**src/mrlm_pkg.sv**
```systemverilog
// ----------------------------------------------------------------------------
// Modem reply line matcher package
// Command codes, register indexes, character codes and shared types.
// ----------------------------------------------------------------------------
package mrlm_pkg;

    localparam int CFG_DATA_W   = 64;
    localparam int CFG_INDEX_W  = 3;
    localparam int PAT_LEN_W    = 6;
    localparam int TIMEOUT_W    = 16;
    localparam int PAT_REGS     = 6;
    localparam int PAT_REG_W    = $clog2(PAT_REGS);
    localparam int PAT_IDX_W    = 6;
    localparam int CMD_W        = 2;
    localparam int BYTE_W       = 8;

    typedef enum logic [CMD_W-1:0] {
        CMD_START = 2'd0,
        CMD_BYTE  = 2'd1,
        CMD_TICK  = 2'd2
    } t_cmd;

    typedef enum logic [CFG_INDEX_W-1:0] {
        CFG_PATTERN_LENGTH = 3'd0,
        CFG_TIMEOUT_TICKS  = 3'd1,
        CFG_PATTERN_0      = 3'd2,
        CFG_PATTERN_1      = 3'd3,
        CFG_PATTERN_2      = 3'd4,
        CFG_PATTERN_3      = 3'd5,
        CFG_PATTERN_4      = 3'd6,
        CFG_PATTERN_5      = 3'd7
    } t_cfg_index;

    localparam logic [BYTE_W-1:0]    NEWLINE_CODE = 8'h0A;
    localparam logic [BYTE_W-1:0]    SPACE_CODE   = 8'h20;
    localparam logic [TIMEOUT_W-1:0] TICK_MAX     = 16'hFFFF;

    localparam logic OUTCOME_MATCHED   = 1'b0;
    localparam logic OUTCOME_TIMED_OUT = 1'b1;

    typedef struct packed {
        logic [PAT_LEN_W-1:0] eff_len;
        logic [TIMEOUT_W-1:0] timeout;
        logic [BYTE_W-1:0]    pat_char;
    } t_cfg_view;

    typedef struct packed {
        logic valid;
        logic outcome;
    } t_result;

endpackage

```
**src/mrlm_cfg_regs.sv**
```systemverilog
// ----------------------------------------------------------------------------
// Modem reply line matcher configuration registers
// Holds pattern length, timeout and pattern bytes; selects one pattern char.
// ----------------------------------------------------------------------------
module mrlm_cfg_regs #(
    parameter int MAX_PATTERN = 48
) (
    input  logic                                      i_clk,
    input  logic                                      i_rst_n,
    input  logic                                      i_cfg_we,
    input  logic [mrlm_pkg::CFG_INDEX_W-1:0]          i_cfg_index,
    input  logic [mrlm_pkg::CFG_DATA_W-1:0]           i_cfg_data,
    input  logic [mrlm_pkg::PAT_IDX_W-1:0]            i_pat_idx,
    output mrlm_pkg::t_cfg_view                       o_view
);
    import mrlm_pkg::*;

    logic [PAT_LEN_W-1:0]  r_pat_len;
    logic [TIMEOUT_W-1:0]  r_timeout;
    logic [CFG_DATA_W-1:0] r_pattern [PAT_REGS];
    logic [CFG_DATA_W-1:0] sel_word;

    always_ff @(posedge i_clk) begin
        if (!i_rst_n) begin
            r_pat_len <= '0;
            r_timeout <= '0;
            for (int k = 0; k < PAT_REGS; k++) begin
                r_pattern[k] <= '0;
            end
        end else if (i_cfg_we) begin
            case (t_cfg_index'(i_cfg_index))
                CFG_PATTERN_LENGTH: r_pat_len <= i_cfg_data[PAT_LEN_W-1:0];
                CFG_TIMEOUT_TICKS:  r_timeout <= i_cfg_data[TIMEOUT_W-1:0];
                default: begin
                    r_pattern[PAT_REG_W'(i_cfg_index - CFG_PATTERN_0)] <= i_cfg_data;
                end
            endcase
        end
    end

    always_comb begin
        case (i_pat_idx[PAT_IDX_W-1:3])
            3'd0:    sel_word = r_pattern[0];
            3'd1:    sel_word = r_pattern[1];
            3'd2:    sel_word = r_pattern[2];
            3'd3:    sel_word = r_pattern[3];
            3'd4:    sel_word = r_pattern[4];
            3'd5:    sel_word = r_pattern[5];
            default: sel_word = '0;
        endcase
    end

    always_comb begin
        o_view.eff_len  = (r_pat_len > PAT_LEN_W'(MAX_PATTERN)) ? PAT_LEN_W'(MAX_PATTERN)
                                                                : r_pat_len;
        o_view.timeout  = r_timeout;
        o_view.pat_char = sel_word[{i_pat_idx[2:0], 3'b000} +: BYTE_W];
    end

endmodule

```
**src/mrlm_core.sv**
```systemverilog
// ----------------------------------------------------------------------------
// Modem reply line matcher core
// Arm state, line position, on-the-fly prefix compare and tick timeout.
// ----------------------------------------------------------------------------
module mrlm_core #(
    parameter int LINE_CAPACITY = 256
) (
    input  logic                                 i_clk,
    input  logic                                 i_rst_n,
    input  logic                                 i_fire,
    input  logic [mrlm_pkg::CMD_W-1:0]           i_cmd,
    input  logic [mrlm_pkg::BYTE_W-1:0]          i_rx_byte,
    input  mrlm_pkg::t_cfg_view                  i_view,
    output logic [mrlm_pkg::PAT_IDX_W-1:0]       o_pat_idx,
    output mrlm_pkg::t_result                    o_result
);
    import mrlm_pkg::*;

    localparam int POS_W = $clog2(LINE_CAPACITY + 1);

    logic                 r_armed,  n_armed;
    logic [POS_W-1:0]     r_pos,    n_pos;
    logic                 r_eq,     n_eq;
    logic [TIMEOUT_W-1:0] r_ticks,  n_ticks;
    logic [TIMEOUT_W-1:0] ticks_inc;

    assign o_pat_idx = r_pos[PAT_IDX_W-1:0];
    assign ticks_inc = (r_ticks != TICK_MAX) ? r_ticks + 1'b1 : r_ticks;

    always_ff @(posedge i_clk) begin
        if (!i_rst_n) begin
            r_armed <= 1'b0;
            r_pos   <= '0;
            r_eq    <= 1'b1;
            r_ticks <= '0;
        end else begin
            r_armed <= n_armed;
            r_pos   <= n_pos;
            r_eq    <= n_eq;
            r_ticks <= n_ticks;
        end
    end

    always_comb begin
        n_armed          = r_armed;
        n_pos            = r_pos;
        n_eq             = r_eq;
        n_ticks          = r_ticks;
        o_result.valid   = 1'b0;
        o_result.outcome = OUTCOME_MATCHED;
        if (i_fire) begin
            case (t_cmd'(i_cmd))
                CMD_START: begin
                    n_armed = 1'b1;
                    n_pos   = '0;
                    n_eq    = 1'b1;
                    n_ticks = '0;
                end
                CMD_BYTE: begin
                    if (r_armed) begin
                        if (i_rx_byte == NEWLINE_CODE) begin
                            if (r_pos != '0) begin
                                if (r_eq && (r_pos >= POS_W'(i_view.eff_len))) begin
                                    n_armed          = 1'b0;
                                    o_result.valid   = 1'b1;
                                    o_result.outcome = OUTCOME_MATCHED;
                                end
                                n_pos = '0;
                                n_eq  = 1'b1;
                            end
                        end else if ((i_rx_byte >= SPACE_CODE)
                                     && (r_pos < POS_W'(LINE_CAPACITY))) begin
                            if ((r_pos < POS_W'(i_view.eff_len))
                                && (i_rx_byte != i_view.pat_char)) begin
                                n_eq = 1'b0;
                            end
                            n_pos = r_pos + 1'b1;
                        end
                    end
                end
                CMD_TICK: begin
                    if (r_armed && (i_view.timeout != '0)) begin
                        n_ticks = ticks_inc;
                        if (ticks_inc >= i_view.timeout) begin
                            n_armed          = 1'b0;
                            n_pos            = '0;
                            n_eq             = 1'b1;
                            o_result.valid   = 1'b1;
                            o_result.outcome = OUTCOME_TIMED_OUT;
                        end
                    end
                end
                default: begin
                end
            endcase
        end
    end

endmodule

```
**src/modem_reply_line_matcher.sv**
```systemverilog
// ----------------------------------------------------------------------------
// Modem reply line matcher
// Watches modem bytes for a reply line starting with a configured pattern,
// with an optional tick timeout.
//
//   channel  direction  handshake                   payload
//   in       to block   i_in_valid / o_in_stall     i_cmd, i_rx_byte
//   out      from block o_out_valid / i_out_stall   o_outcome
//   cfg      to block   i_cfg_we                    i_cfg_index, i_cfg_data
//
// One item per cycle sustained while the output is not stalled; an item's
// result passes through the input register, then the result register.
// Reset is synchronous and clears arm state, counters and both registers.
// The input register holds one item while the result register is stalled;
// o_in_stall rises only when both are full and the output is stalled.
// ----------------------------------------------------------------------------
module modem_reply_line_matcher #(
    parameter int LINE_CAPACITY = 256,
    parameter int MAX_PATTERN   = 48
) (
    input  logic                                 i_clk,
    input  logic                                 i_rst_n,
    input  logic                                 i_in_valid,
    output logic                                 o_in_stall,
    input  logic [mrlm_pkg::CMD_W-1:0]           i_cmd,
    input  logic [mrlm_pkg::BYTE_W-1:0]          i_rx_byte,
    output logic                                 o_out_valid,
    input  logic                                 i_out_stall,
    output logic                                 o_outcome,
    input  logic                                 i_cfg_we,
    input  logic [mrlm_pkg::CFG_INDEX_W-1:0]     i_cfg_index,
    input  logic [mrlm_pkg::CFG_DATA_W-1:0]      i_cfg_data
);
    import mrlm_pkg::*;

    logic              r_in_valid;
    logic [CMD_W-1:0]  r_cmd;
    logic [BYTE_W-1:0] r_byte;
    logic              r_out_valid;
    logic              r_outcome;
    logic              advance;
    logic              fire;
    logic              in_xfer;
    logic [PAT_IDX_W-1:0] pat_idx;
    t_cfg_view         view;
    t_result           result;

    assign advance     = !r_out_valid || !i_out_stall;
    assign fire        = r_in_valid && advance;
    assign o_in_stall  = r_in_valid && !advance;
    assign in_xfer     = i_in_valid && !o_in_stall;
    assign o_out_valid = r_out_valid;
    assign o_outcome   = r_outcome;

    always_ff @(posedge i_clk) begin
        if (!i_rst_n) begin
            r_in_valid  <= 1'b0;
            r_out_valid <= 1'b0;
        end else begin
            if (in_xfer) begin
                r_in_valid <= 1'b1;
            end else if (fire) begin
                r_in_valid <= 1'b0;
            end
            if (advance) begin
                r_out_valid <= result.valid;
            end
        end
    end

    always_ff @(posedge i_clk) begin
        if (in_xfer) begin
            r_cmd  <= i_cmd;
            r_byte <= i_rx_byte;
        end
        if (result.valid) begin
            r_outcome <= result.outcome;
        end
    end

    mrlm_cfg_regs #(
        .MAX_PATTERN (MAX_PATTERN)
    ) u_cfg (
        .i_clk       (i_clk),
        .i_rst_n     (i_rst_n),
        .i_cfg_we    (i_cfg_we),
        .i_cfg_index (i_cfg_index),
        .i_cfg_data  (i_cfg_data),
        .i_pat_idx   (pat_idx),
        .o_view      (view)
    );

    mrlm_core #(
        .LINE_CAPACITY (LINE_CAPACITY)
    ) u_core (
        .i_clk     (i_clk),
        .i_rst_n   (i_rst_n),
        .i_fire    (fire),
        .i_cmd     (r_cmd),
        .i_rx_byte (r_byte),
        .i_view    (view),
        .o_pat_idx (pat_idx),
        .o_result  (result)
    );

endmodule

```
**config.mk**
```make
export PLATFORM = sky130hd
export DESIGN_NAME = modem_reply_line_matcher
export DESIGN_NICKNAME = d
export VERILOG_FILES = /design/src/mrlm_pkg.sv /design/src/mrlm_cfg_regs.sv /design/src/mrlm_core.sv /design/src/modem_reply_line_matcher.sv
export SDC_FILE = /design/constraint.sdc
export NUM_CORES = 1
export LEC_CHECK = 0
export ABC_AREA = 1
export BUFFER_PORTS_ARGS = -buffer_cell sky130_fd_sc_hd__buf_4
export CAP_MARGIN = 10
export CORE_UTILIZATION = 55
export DETAILED_ROUTE_END_ITERATION = 7
export GPL_ROUTABILITY_DRIVEN = 0
export PLACE_DENSITY = 0.75
export SYNTH_ARGS = -nofsm -noshare
export SYNTH_HDL_FRONTEND = slang
export SYNTH_HIERARCHICAL = 1
export SYNTH_SLANG_ARGS = --single-unit
```
**constraint.sdc**
```tcl
create_clock -name i_clk -period 5.3 [get_ports i_clk]
set_input_delay 0 -clock i_clk [delete_from_list [all_inputs] [get_ports i_clk]]
set_output_delay 0 -clock i_clk [all_outputs]
set_load 0.1 [all_outputs]
```
==> impl_metrics.yaml, run 1 <==
timing:
  min_period_ps: 3855
  fin_worst_skew_ps: 15.31
  fmax_ghz: 0.2594
  finalSetupViolCount: 0
  slew_headroom: 0.2071
  slew_viol_final: 0
  rsz0062_at_grt: "no"
  min_period_over_period: 0.7273
  hold_violations: 0
  worst_pin_slew_ps: 1185
  fin_setup_tns_ps: 0
floorplanning:
  initial_utilization: 0.5597
  core-area_mm2: 0.03982
  core.rowCount: 73
  dieArea_mm2: 0.04134
  die_w_um: 203.3
  fp.dieH_um: 203.3
  ios: 85
placed_design:
  dp_cells: 3031
  numPortBuffers: 84
  place.detailed.hpwl_um: 35750
  postPlaceCellArea_mm2: 0.02313
clock_tree:
  cts_inserted_buffers: 47
  cts_setup_buffers: 0
  cts_resized: 0
  root_buffer: "clkbuf_16"
  htree_levels: 2
  clkLatencyLatePin_ps: 580
  path_clk_slew_ps: 60
  cts_tree: "done"
  cts.path.max_buffers: 3
  clkSinkCount: 446
global_routing:
  grt_max_degree: 137
  grt.overflow.total: 0
  grt_pass1_wl_um: 99330
  grt_antenna_before_repair: 0
  track_usage: 0.3153
  grt_pass1_vias: 18060
cells_and_area:
  n_fill_cell: 3257
  multi_input_area_mm2: 0.007597
  regArea_mm2: 0.01289
  fin_cells: 3210
  final_util: 0.6414
  drive_above_1_share: 0.08268
  fin_area_mm2: 0.02554
  synthToLayoutAreaGrowth_pct: 14.58
  nets: 2762
  antennaDiodeCount: 0
synthesis:
  yosysUniqueCellTypes: 41
  synth_seq_cells: 446
  yosysSeqAreaShare: 0.5779
  syn_area_mm2: 0.02229
  async_flop_share: 0
  yosysWarnings: 6
  synth-edff-count: 395
  postSynthCellCount: 2554
  synth_nets: 2666
  syn_avg_cell_area_um2: 8.728
  synth_flop_cell: "edfxtp_1"
drt:
  ant_nets: 0
  drc_errors: 0
  post_drt_wl_per_cell_um: 20.20
  first_pass_iters: 6
  first_iter_violations: 2176
  vias: 18570
  wl_um: 64850
  avgViaCountPerCell: 5.786
setup_path:
  r2r_cells: 18
  rrSetupSlack_ps: 1450
  worstPathRequired_ps: 5760
  worstReg2RegEnd: "u_core/r_eq"
  end_kind: "register"
  worstSetupPathType: "register to register"
  reg2reg_from: "u_core/r_pos[4]"
  cp_max_fo: 59
  crit_start: "u_core/r_pos[4]"
  arrival_ps: 4320
  worstSetupStartpointType: "register"
  crit_end: "u_core/r_eq"
power:
  power_density_mw_per_mm2: 307.2
  max-vdd-ir-drop_mv: 0.2589
  p_leak_nw: 10.44
run_status:
  status: "finished, final reports clean"
flow_run:
  drv_cap: 0
min_path:
  hold_path.class: "primary input to register"
## cell usage in the layout (no fill, tap or decap), types with 3 or more instances in the layout
master / n
xnor2_1: 6
dlygate4sd3_1: 94
bufinv_16: 4
nand4_1: 172
nor2_1: 638
o21ai_0: 39
nand3_1: 179
clkinv_2: 6
nand2_4: 4
buf_12: 3
dfxtp_1: 48
clkinv_1: 10
inv_2: 4
nor3_1: 13
dfxtp_4: 3
nor2_2: 3
nand3_2: 5
edfxtp_1: 395
ha_1: 30
clkbuf_16: 47
xor2_1: 14
inv_1: 285
nand2_2: 15
a21oi_1: 55
buf_4: 110
clkbuf_1: 14
nand2_1: 459
## layout make-up
type                    instances  share of cell area
flip-flops and latches        446              0.5048
clock buffers                  63             0.04918
multi-input cells            1655              0.2975
repair buffers                207             0.07152
clock inverters                21            0.008034
inverters                     293             0.04326
well taps                     525             0.02572
## cells in the mapped netlist (all sizes together) (2+ instances only)
cell | number | area [µm²]
a21oi | 57 | 292.8
buf | 105 | 558.0
clkbuf | 55 | 206.5
dfxtp | 51 | 1021
edfxtp | 395 | 11860
ha | 30 | 375.4
inv | 292 | 1099
nand2 | 478 | 1819
nand3 | 184 | 945.9
nand3b | 2 | 15.01
nand4 | 172 | 1076
nor2 | 643 | 2436
nor3 | 15 | 97.59
nor4 | 2 | 12.51
o21ai | 42 | 225.2
or2 | 3 | 18.77
xnor2 | 6 | 52.55
xor2 | 14 | 122.6
## stage by stage
stage          setup WS (ps)  hold slack [ps]  power (W)
3_5_place_dp            1574            181.2   0.004644
6_report                1445            66.38   0.007847
5_1_grt                 1248            62.70   0.008065
4_1_cts                 1561            2.219   0.007853
3_3_place_gp            1553            179.0   0.004628
2_1_floorplan           1552            98.87   0.004443
## worst max-delay path, cell delays in order, from the launching register on
cell and delay [ps]:
dfxtp_4 920, inv_4 330, nand3_1 930, nor2_1 90
nor2_1 140, nand2_1 70, nand3_1 80, nand2_1 110
nand2_1 70, nand2_1 70, or2_2 290, nand3_1 80
nor2_1 50, nand2_1 90, nand2_1 70, nand2_1 50
nand2_1 40, o21ai_0 140, nand2_1 60
## flip-flops by register name (all words and copies together), names as in the netlist
name and count:
u_core/r_eq 1, r_cmd 2, r_in_valid 1, r_byte 8
o_outcome 1, u_core/r_armed 1, u_cfg/r_timeout 16, u_cfg/r_pat_len 6
u_cfg/r_pattern 384, u_core/r_ticks 16, o_out_valid 1, u_core/r_pos 9
## what timing repair did
| action | in CTS | in global routing |
|---|---|---|
| endpoints found under the setup margin | 0 | 0 |
| endpoints found under the hold margin | 321 | 0 |
| hold buffers | 94 | 0 |
## power breakdown
group	total, W	internal, W	switching [W]
clock	0.00320	0.00185	0.00135
sequential	0.00411	0.00404	0.0000695
combinational	0.000535	0.000178	0.000357
total	0.00785	0.00607	0.00178
## kinds of logic after synthesis
group	count (synthesis)	share of synthesized area
flip-flops	446	0.5779
buffers and inverters	453	0.08375
AO/OA/AOI/OAI	104	0.02498
XOR/XNOR	20	0.007859
AND/OR/NAND/NOR	1501	0.2886
adder cells (fa/ha/maj)	30	0.01684
## layer usage
layer / vias up / track usage / wire length, µm / part of all wire
met3: 185 / 0.05753 / 7258 / 0.11
met5: - / 0 / 0 / 0
met4: 0 / 0.1455 / 2842 / 0.044
met1: 8679 / 0.4188 / 24950 / 0.38
met2: 1144 / 0.5043 / 29800 / 0.46
li1: 8565 / - / - / -
## worst min path at each step
stage | from | end | slack [ps] | depth (start not counted)
floorplan | i_rx_byte[0] | r_byte[0] | 100 | 0
global route | i_cfg_index[1] | u_cfg/r_pattern[3][13] | 60 | 4
finish | i_cfg_index[2] | u_cfg/r_pat_len[2] | 70 | 4
CTS | i_cfg_index[2] | u_cfg/r_pat_len[3] | 2 | 4
detailed placement | i_rx_byte[6] | r_byte[6] | 180 | 1
global placement | i_rx_byte[7] | r_byte[7] | 180 | 1
Note: power is estimated with default switching activity, not from simulation.
==> inputs of run 2 (changes only) <==
Settings changed: ABC_AREA 1 to 0, PLACE_DENSITY 0.75 to 0.72.
Clock period 5.3 ns to 3.7 ns, I/O delays scaled along.
==> run 2 against run 1 <==
Net effect: total power grew 42%; utilization grew 2.4 points; sequential power grew 42%; critical endpoint is now u_core/r_pos[3].
==> impl_metrics.yaml, run 2 <==
clock_tree:
  htree_levels: 2
  clkSinkCount: 446
  path_clk_slew_ps: 60
  clkLatencyLatePin_ps: 580
  cts.path.max_buffers: 3
  cts_tree: "done"
  root_buffer: "clkbuf_16"
  cts_inserted_buffers: 46
setup_path:
  arrival_ps: 4170
  worstSetupPathType: "register to register"
  cp_max_fo: 7
  worstSetupStartpointType: "register"
  r2r_cells: 14
  worstPathRequired_ps: 4200
  end_kind: "register"
timing:
  hold_violations: 0
  fin_ws_ps: 24.87
  fmax_ghz: 0.2721
  slew_viol_final: 0
  hold_slack_ps: 82.39
  slew_headroom: 0.2770
  min_period_over_period: 0.9933
  min_period_ps: 3675
  worst_pin_slew_ps: 1080
  fin_worst_skew_ps: 23.61
  rsz0062_at_grt: "yes"
  finalSetupViolCount: 0
synthesis:
  yosys-top-cells-area: "edfxtp_1, nor2_1, dfxtp_1"
  synth_flop_cell: "edfxtp_1"
  yosysUniqueCellTypes: 80
  yosysMostFrequentCell: "edfxtp_1"
  syn_avg_cell_area_um2: 11.47
  yosysWarnings: 6
  synth_seq_cells: 446
  yosysSeqAreaShare: 0.6137
  postSynthCellCount: 1830
  synth_top_area_frac: 0.5650
  synth_commonest_cells: "edfxtp_1, nor2_1, nand2_1, inv_1, a21oi_1"
  syn_area_mm2: 0.02099
  async_flop_share: 0
  synth_nets: 1942
  yosysTopAreaCell: "edfxtp_1"
  synth-edff-count: 395
cells_and_area:
  n_fill_cell: 2736
  multi_input_area_mm2: 0.007213
  fin_area_mm2: 0.02499
  largest_reg_flops: 384
  layout_common_cells: "edfxtp_1, nor2_1, buf_4"
  regArea_mm2: 0.01290
  antennaDiodeCount: 0
  largest_register: "u_cfg/r_pattern"
  final_common_cell: "edfxtp_1"
  nets: 2138
  largest_registers: "u_cfg/r_pattern (384), u_cfg/r_timeout (16), u_core/r_ticks (16)"
  drive_above_1_share: 0.1510
  fin_cells: 2570
  synthToLayoutAreaGrowth_pct: 19.05
power:
  max-vdd-ir-drop_mv: 0.2923
  power_density_mw_per_mm2: 446.3
  p_leak_nw: 8.952
drt:
  wl_um: 59390
  post_drt_wl_per_cell_um: 23.11
  first_iter_violations: 1756
  drc_errors: 0
  ant_nets: 0
  avgViaCountPerCell: 6.100
  vias: 15680
  first_pass_iters: 5
global_routing:
  track_usage: 0.3059
  grt_pass1_vias: 15690
  grt_max_degree: 65
  grt.overflow.total: 0
  grt_pass1_wl_um: 89270
  grt_antenna_before_repair: 0
flow_run:
  drv_cap: 0
floorplanning:
  die_w_um: 197.4
  fp.dieH_um: 197.4
  initial_utilization: 0.5587
  dieArea_mm2: 0.03895
  core-area_mm2: 0.03758
  ios: 85
  core.rowCount: 71
run_status:
  status: "finished, final reports clean"
placed_design:
  numPortBuffers: 84
  dp_cells: 2388
  place.detailed.hpwl_um: 35360
  pre_cts_ws_ps: -108.5
  postPlaceCellArea_mm2: 0.02246
min_path:
  hold_path.class: "primary input to register"
  hold_depth: 3
[run 2: area by class of cell]
cell class,instances,area share
tap,511,0.02558
sequential,446,0.5161
clock inverter,19,0.007860
multi-input combinational,1162,0.2886
timing repair buffer,269,0.09562
inverter,101,0.01517
clock buffer,62,0.05101
[run 2: logic make-up (layout without fill, tap and decap cells)]
logic type / count (synthesis) / in the layout / synth area share
AO/OA/AOI/OAI: 318 / 318 / 0.1005
XOR/XNOR: 18 / 18 / 0.007510
adder cells (fa/ha/maj): 30 / 30 / 0.01788
buffers and inverters: 223 / 451 / 0.05042
flip-flops: 446 / 446 / 0.6137
multiplexers: 117 / 117 / 0.06288
AND/OR/NAND/NOR: 678 / 679 / 0.1471
[run 2: stage by stage]
stage / setup TNS, ps / total power [W] / util
2_1_floorplan: -114.8 / 0.006282 / -
3_3_place_gp: -23.28 / 0.006557 / 0.5977
3_5_place_dp: -511.9 / 0.006586 / 0.5977
4_1_cts: 0 / 0.01118 / 0.6633
5_1_grt: -273.9 / 0.01144 / 0.6651
6_report: 0 / 0.01116 / 0.6651
[run 2: repair_timing]
action	CTS	global route
gates resized for setup	5	8
hold buffers	93	0
pin swaps	4	8
setup endpoints to repair	7	10
cloned	1	0
buffers inserted	3	4
hold endpoints to repair	422	0
[run 2: per-layer routing]
metal / wire length, µm / global-route usage / vias to the layer above
met5: 0 / 0 / -
met4: 2275 / 0.1255 / 0
met3: 6282 / 0.06403 / 141
met2: 28070 / 0.4982 / 931
met1: 22760 / 0.3998 / 7642
li1: - / - / 6963
[run 2: path summary, 6_finish.rpt]
path         slack, ps               start               endpoint
min reg2reg        520  u_cfg/r_timeout[2]     u_cfg/r_timeout[2]
max                 20   u_core/r_ticks[0]        u_core/r_pos[3]
min                 80      i_cfg_index[0]  u_cfg/r_pattern[5][3]
max reg2reg         20   u_core/r_ticks[0]        u_core/r_pos[3]
[run 2: worst max-delay path: stages, from the launching register on]
cell	delay, ps
dfxtp_4	360
ha_4	130
and3_4	180
nand4_1	130
or2_4	300
and3_4	180
xor2_1	140
ha_1	290
nand2_1	60
or3_4	370
o221ai_4	210
a41oi_4	170
or3b_4	450
or4b_1	470
a21oi_1	140
[run 2: power breakdown]
part           internal, W  switching, W  total [W]
combinational     0.000290      0.000435   0.000724
sequential         0.00576     0.0000899    0.00585
clock              0.00269       0.00189    0.00458
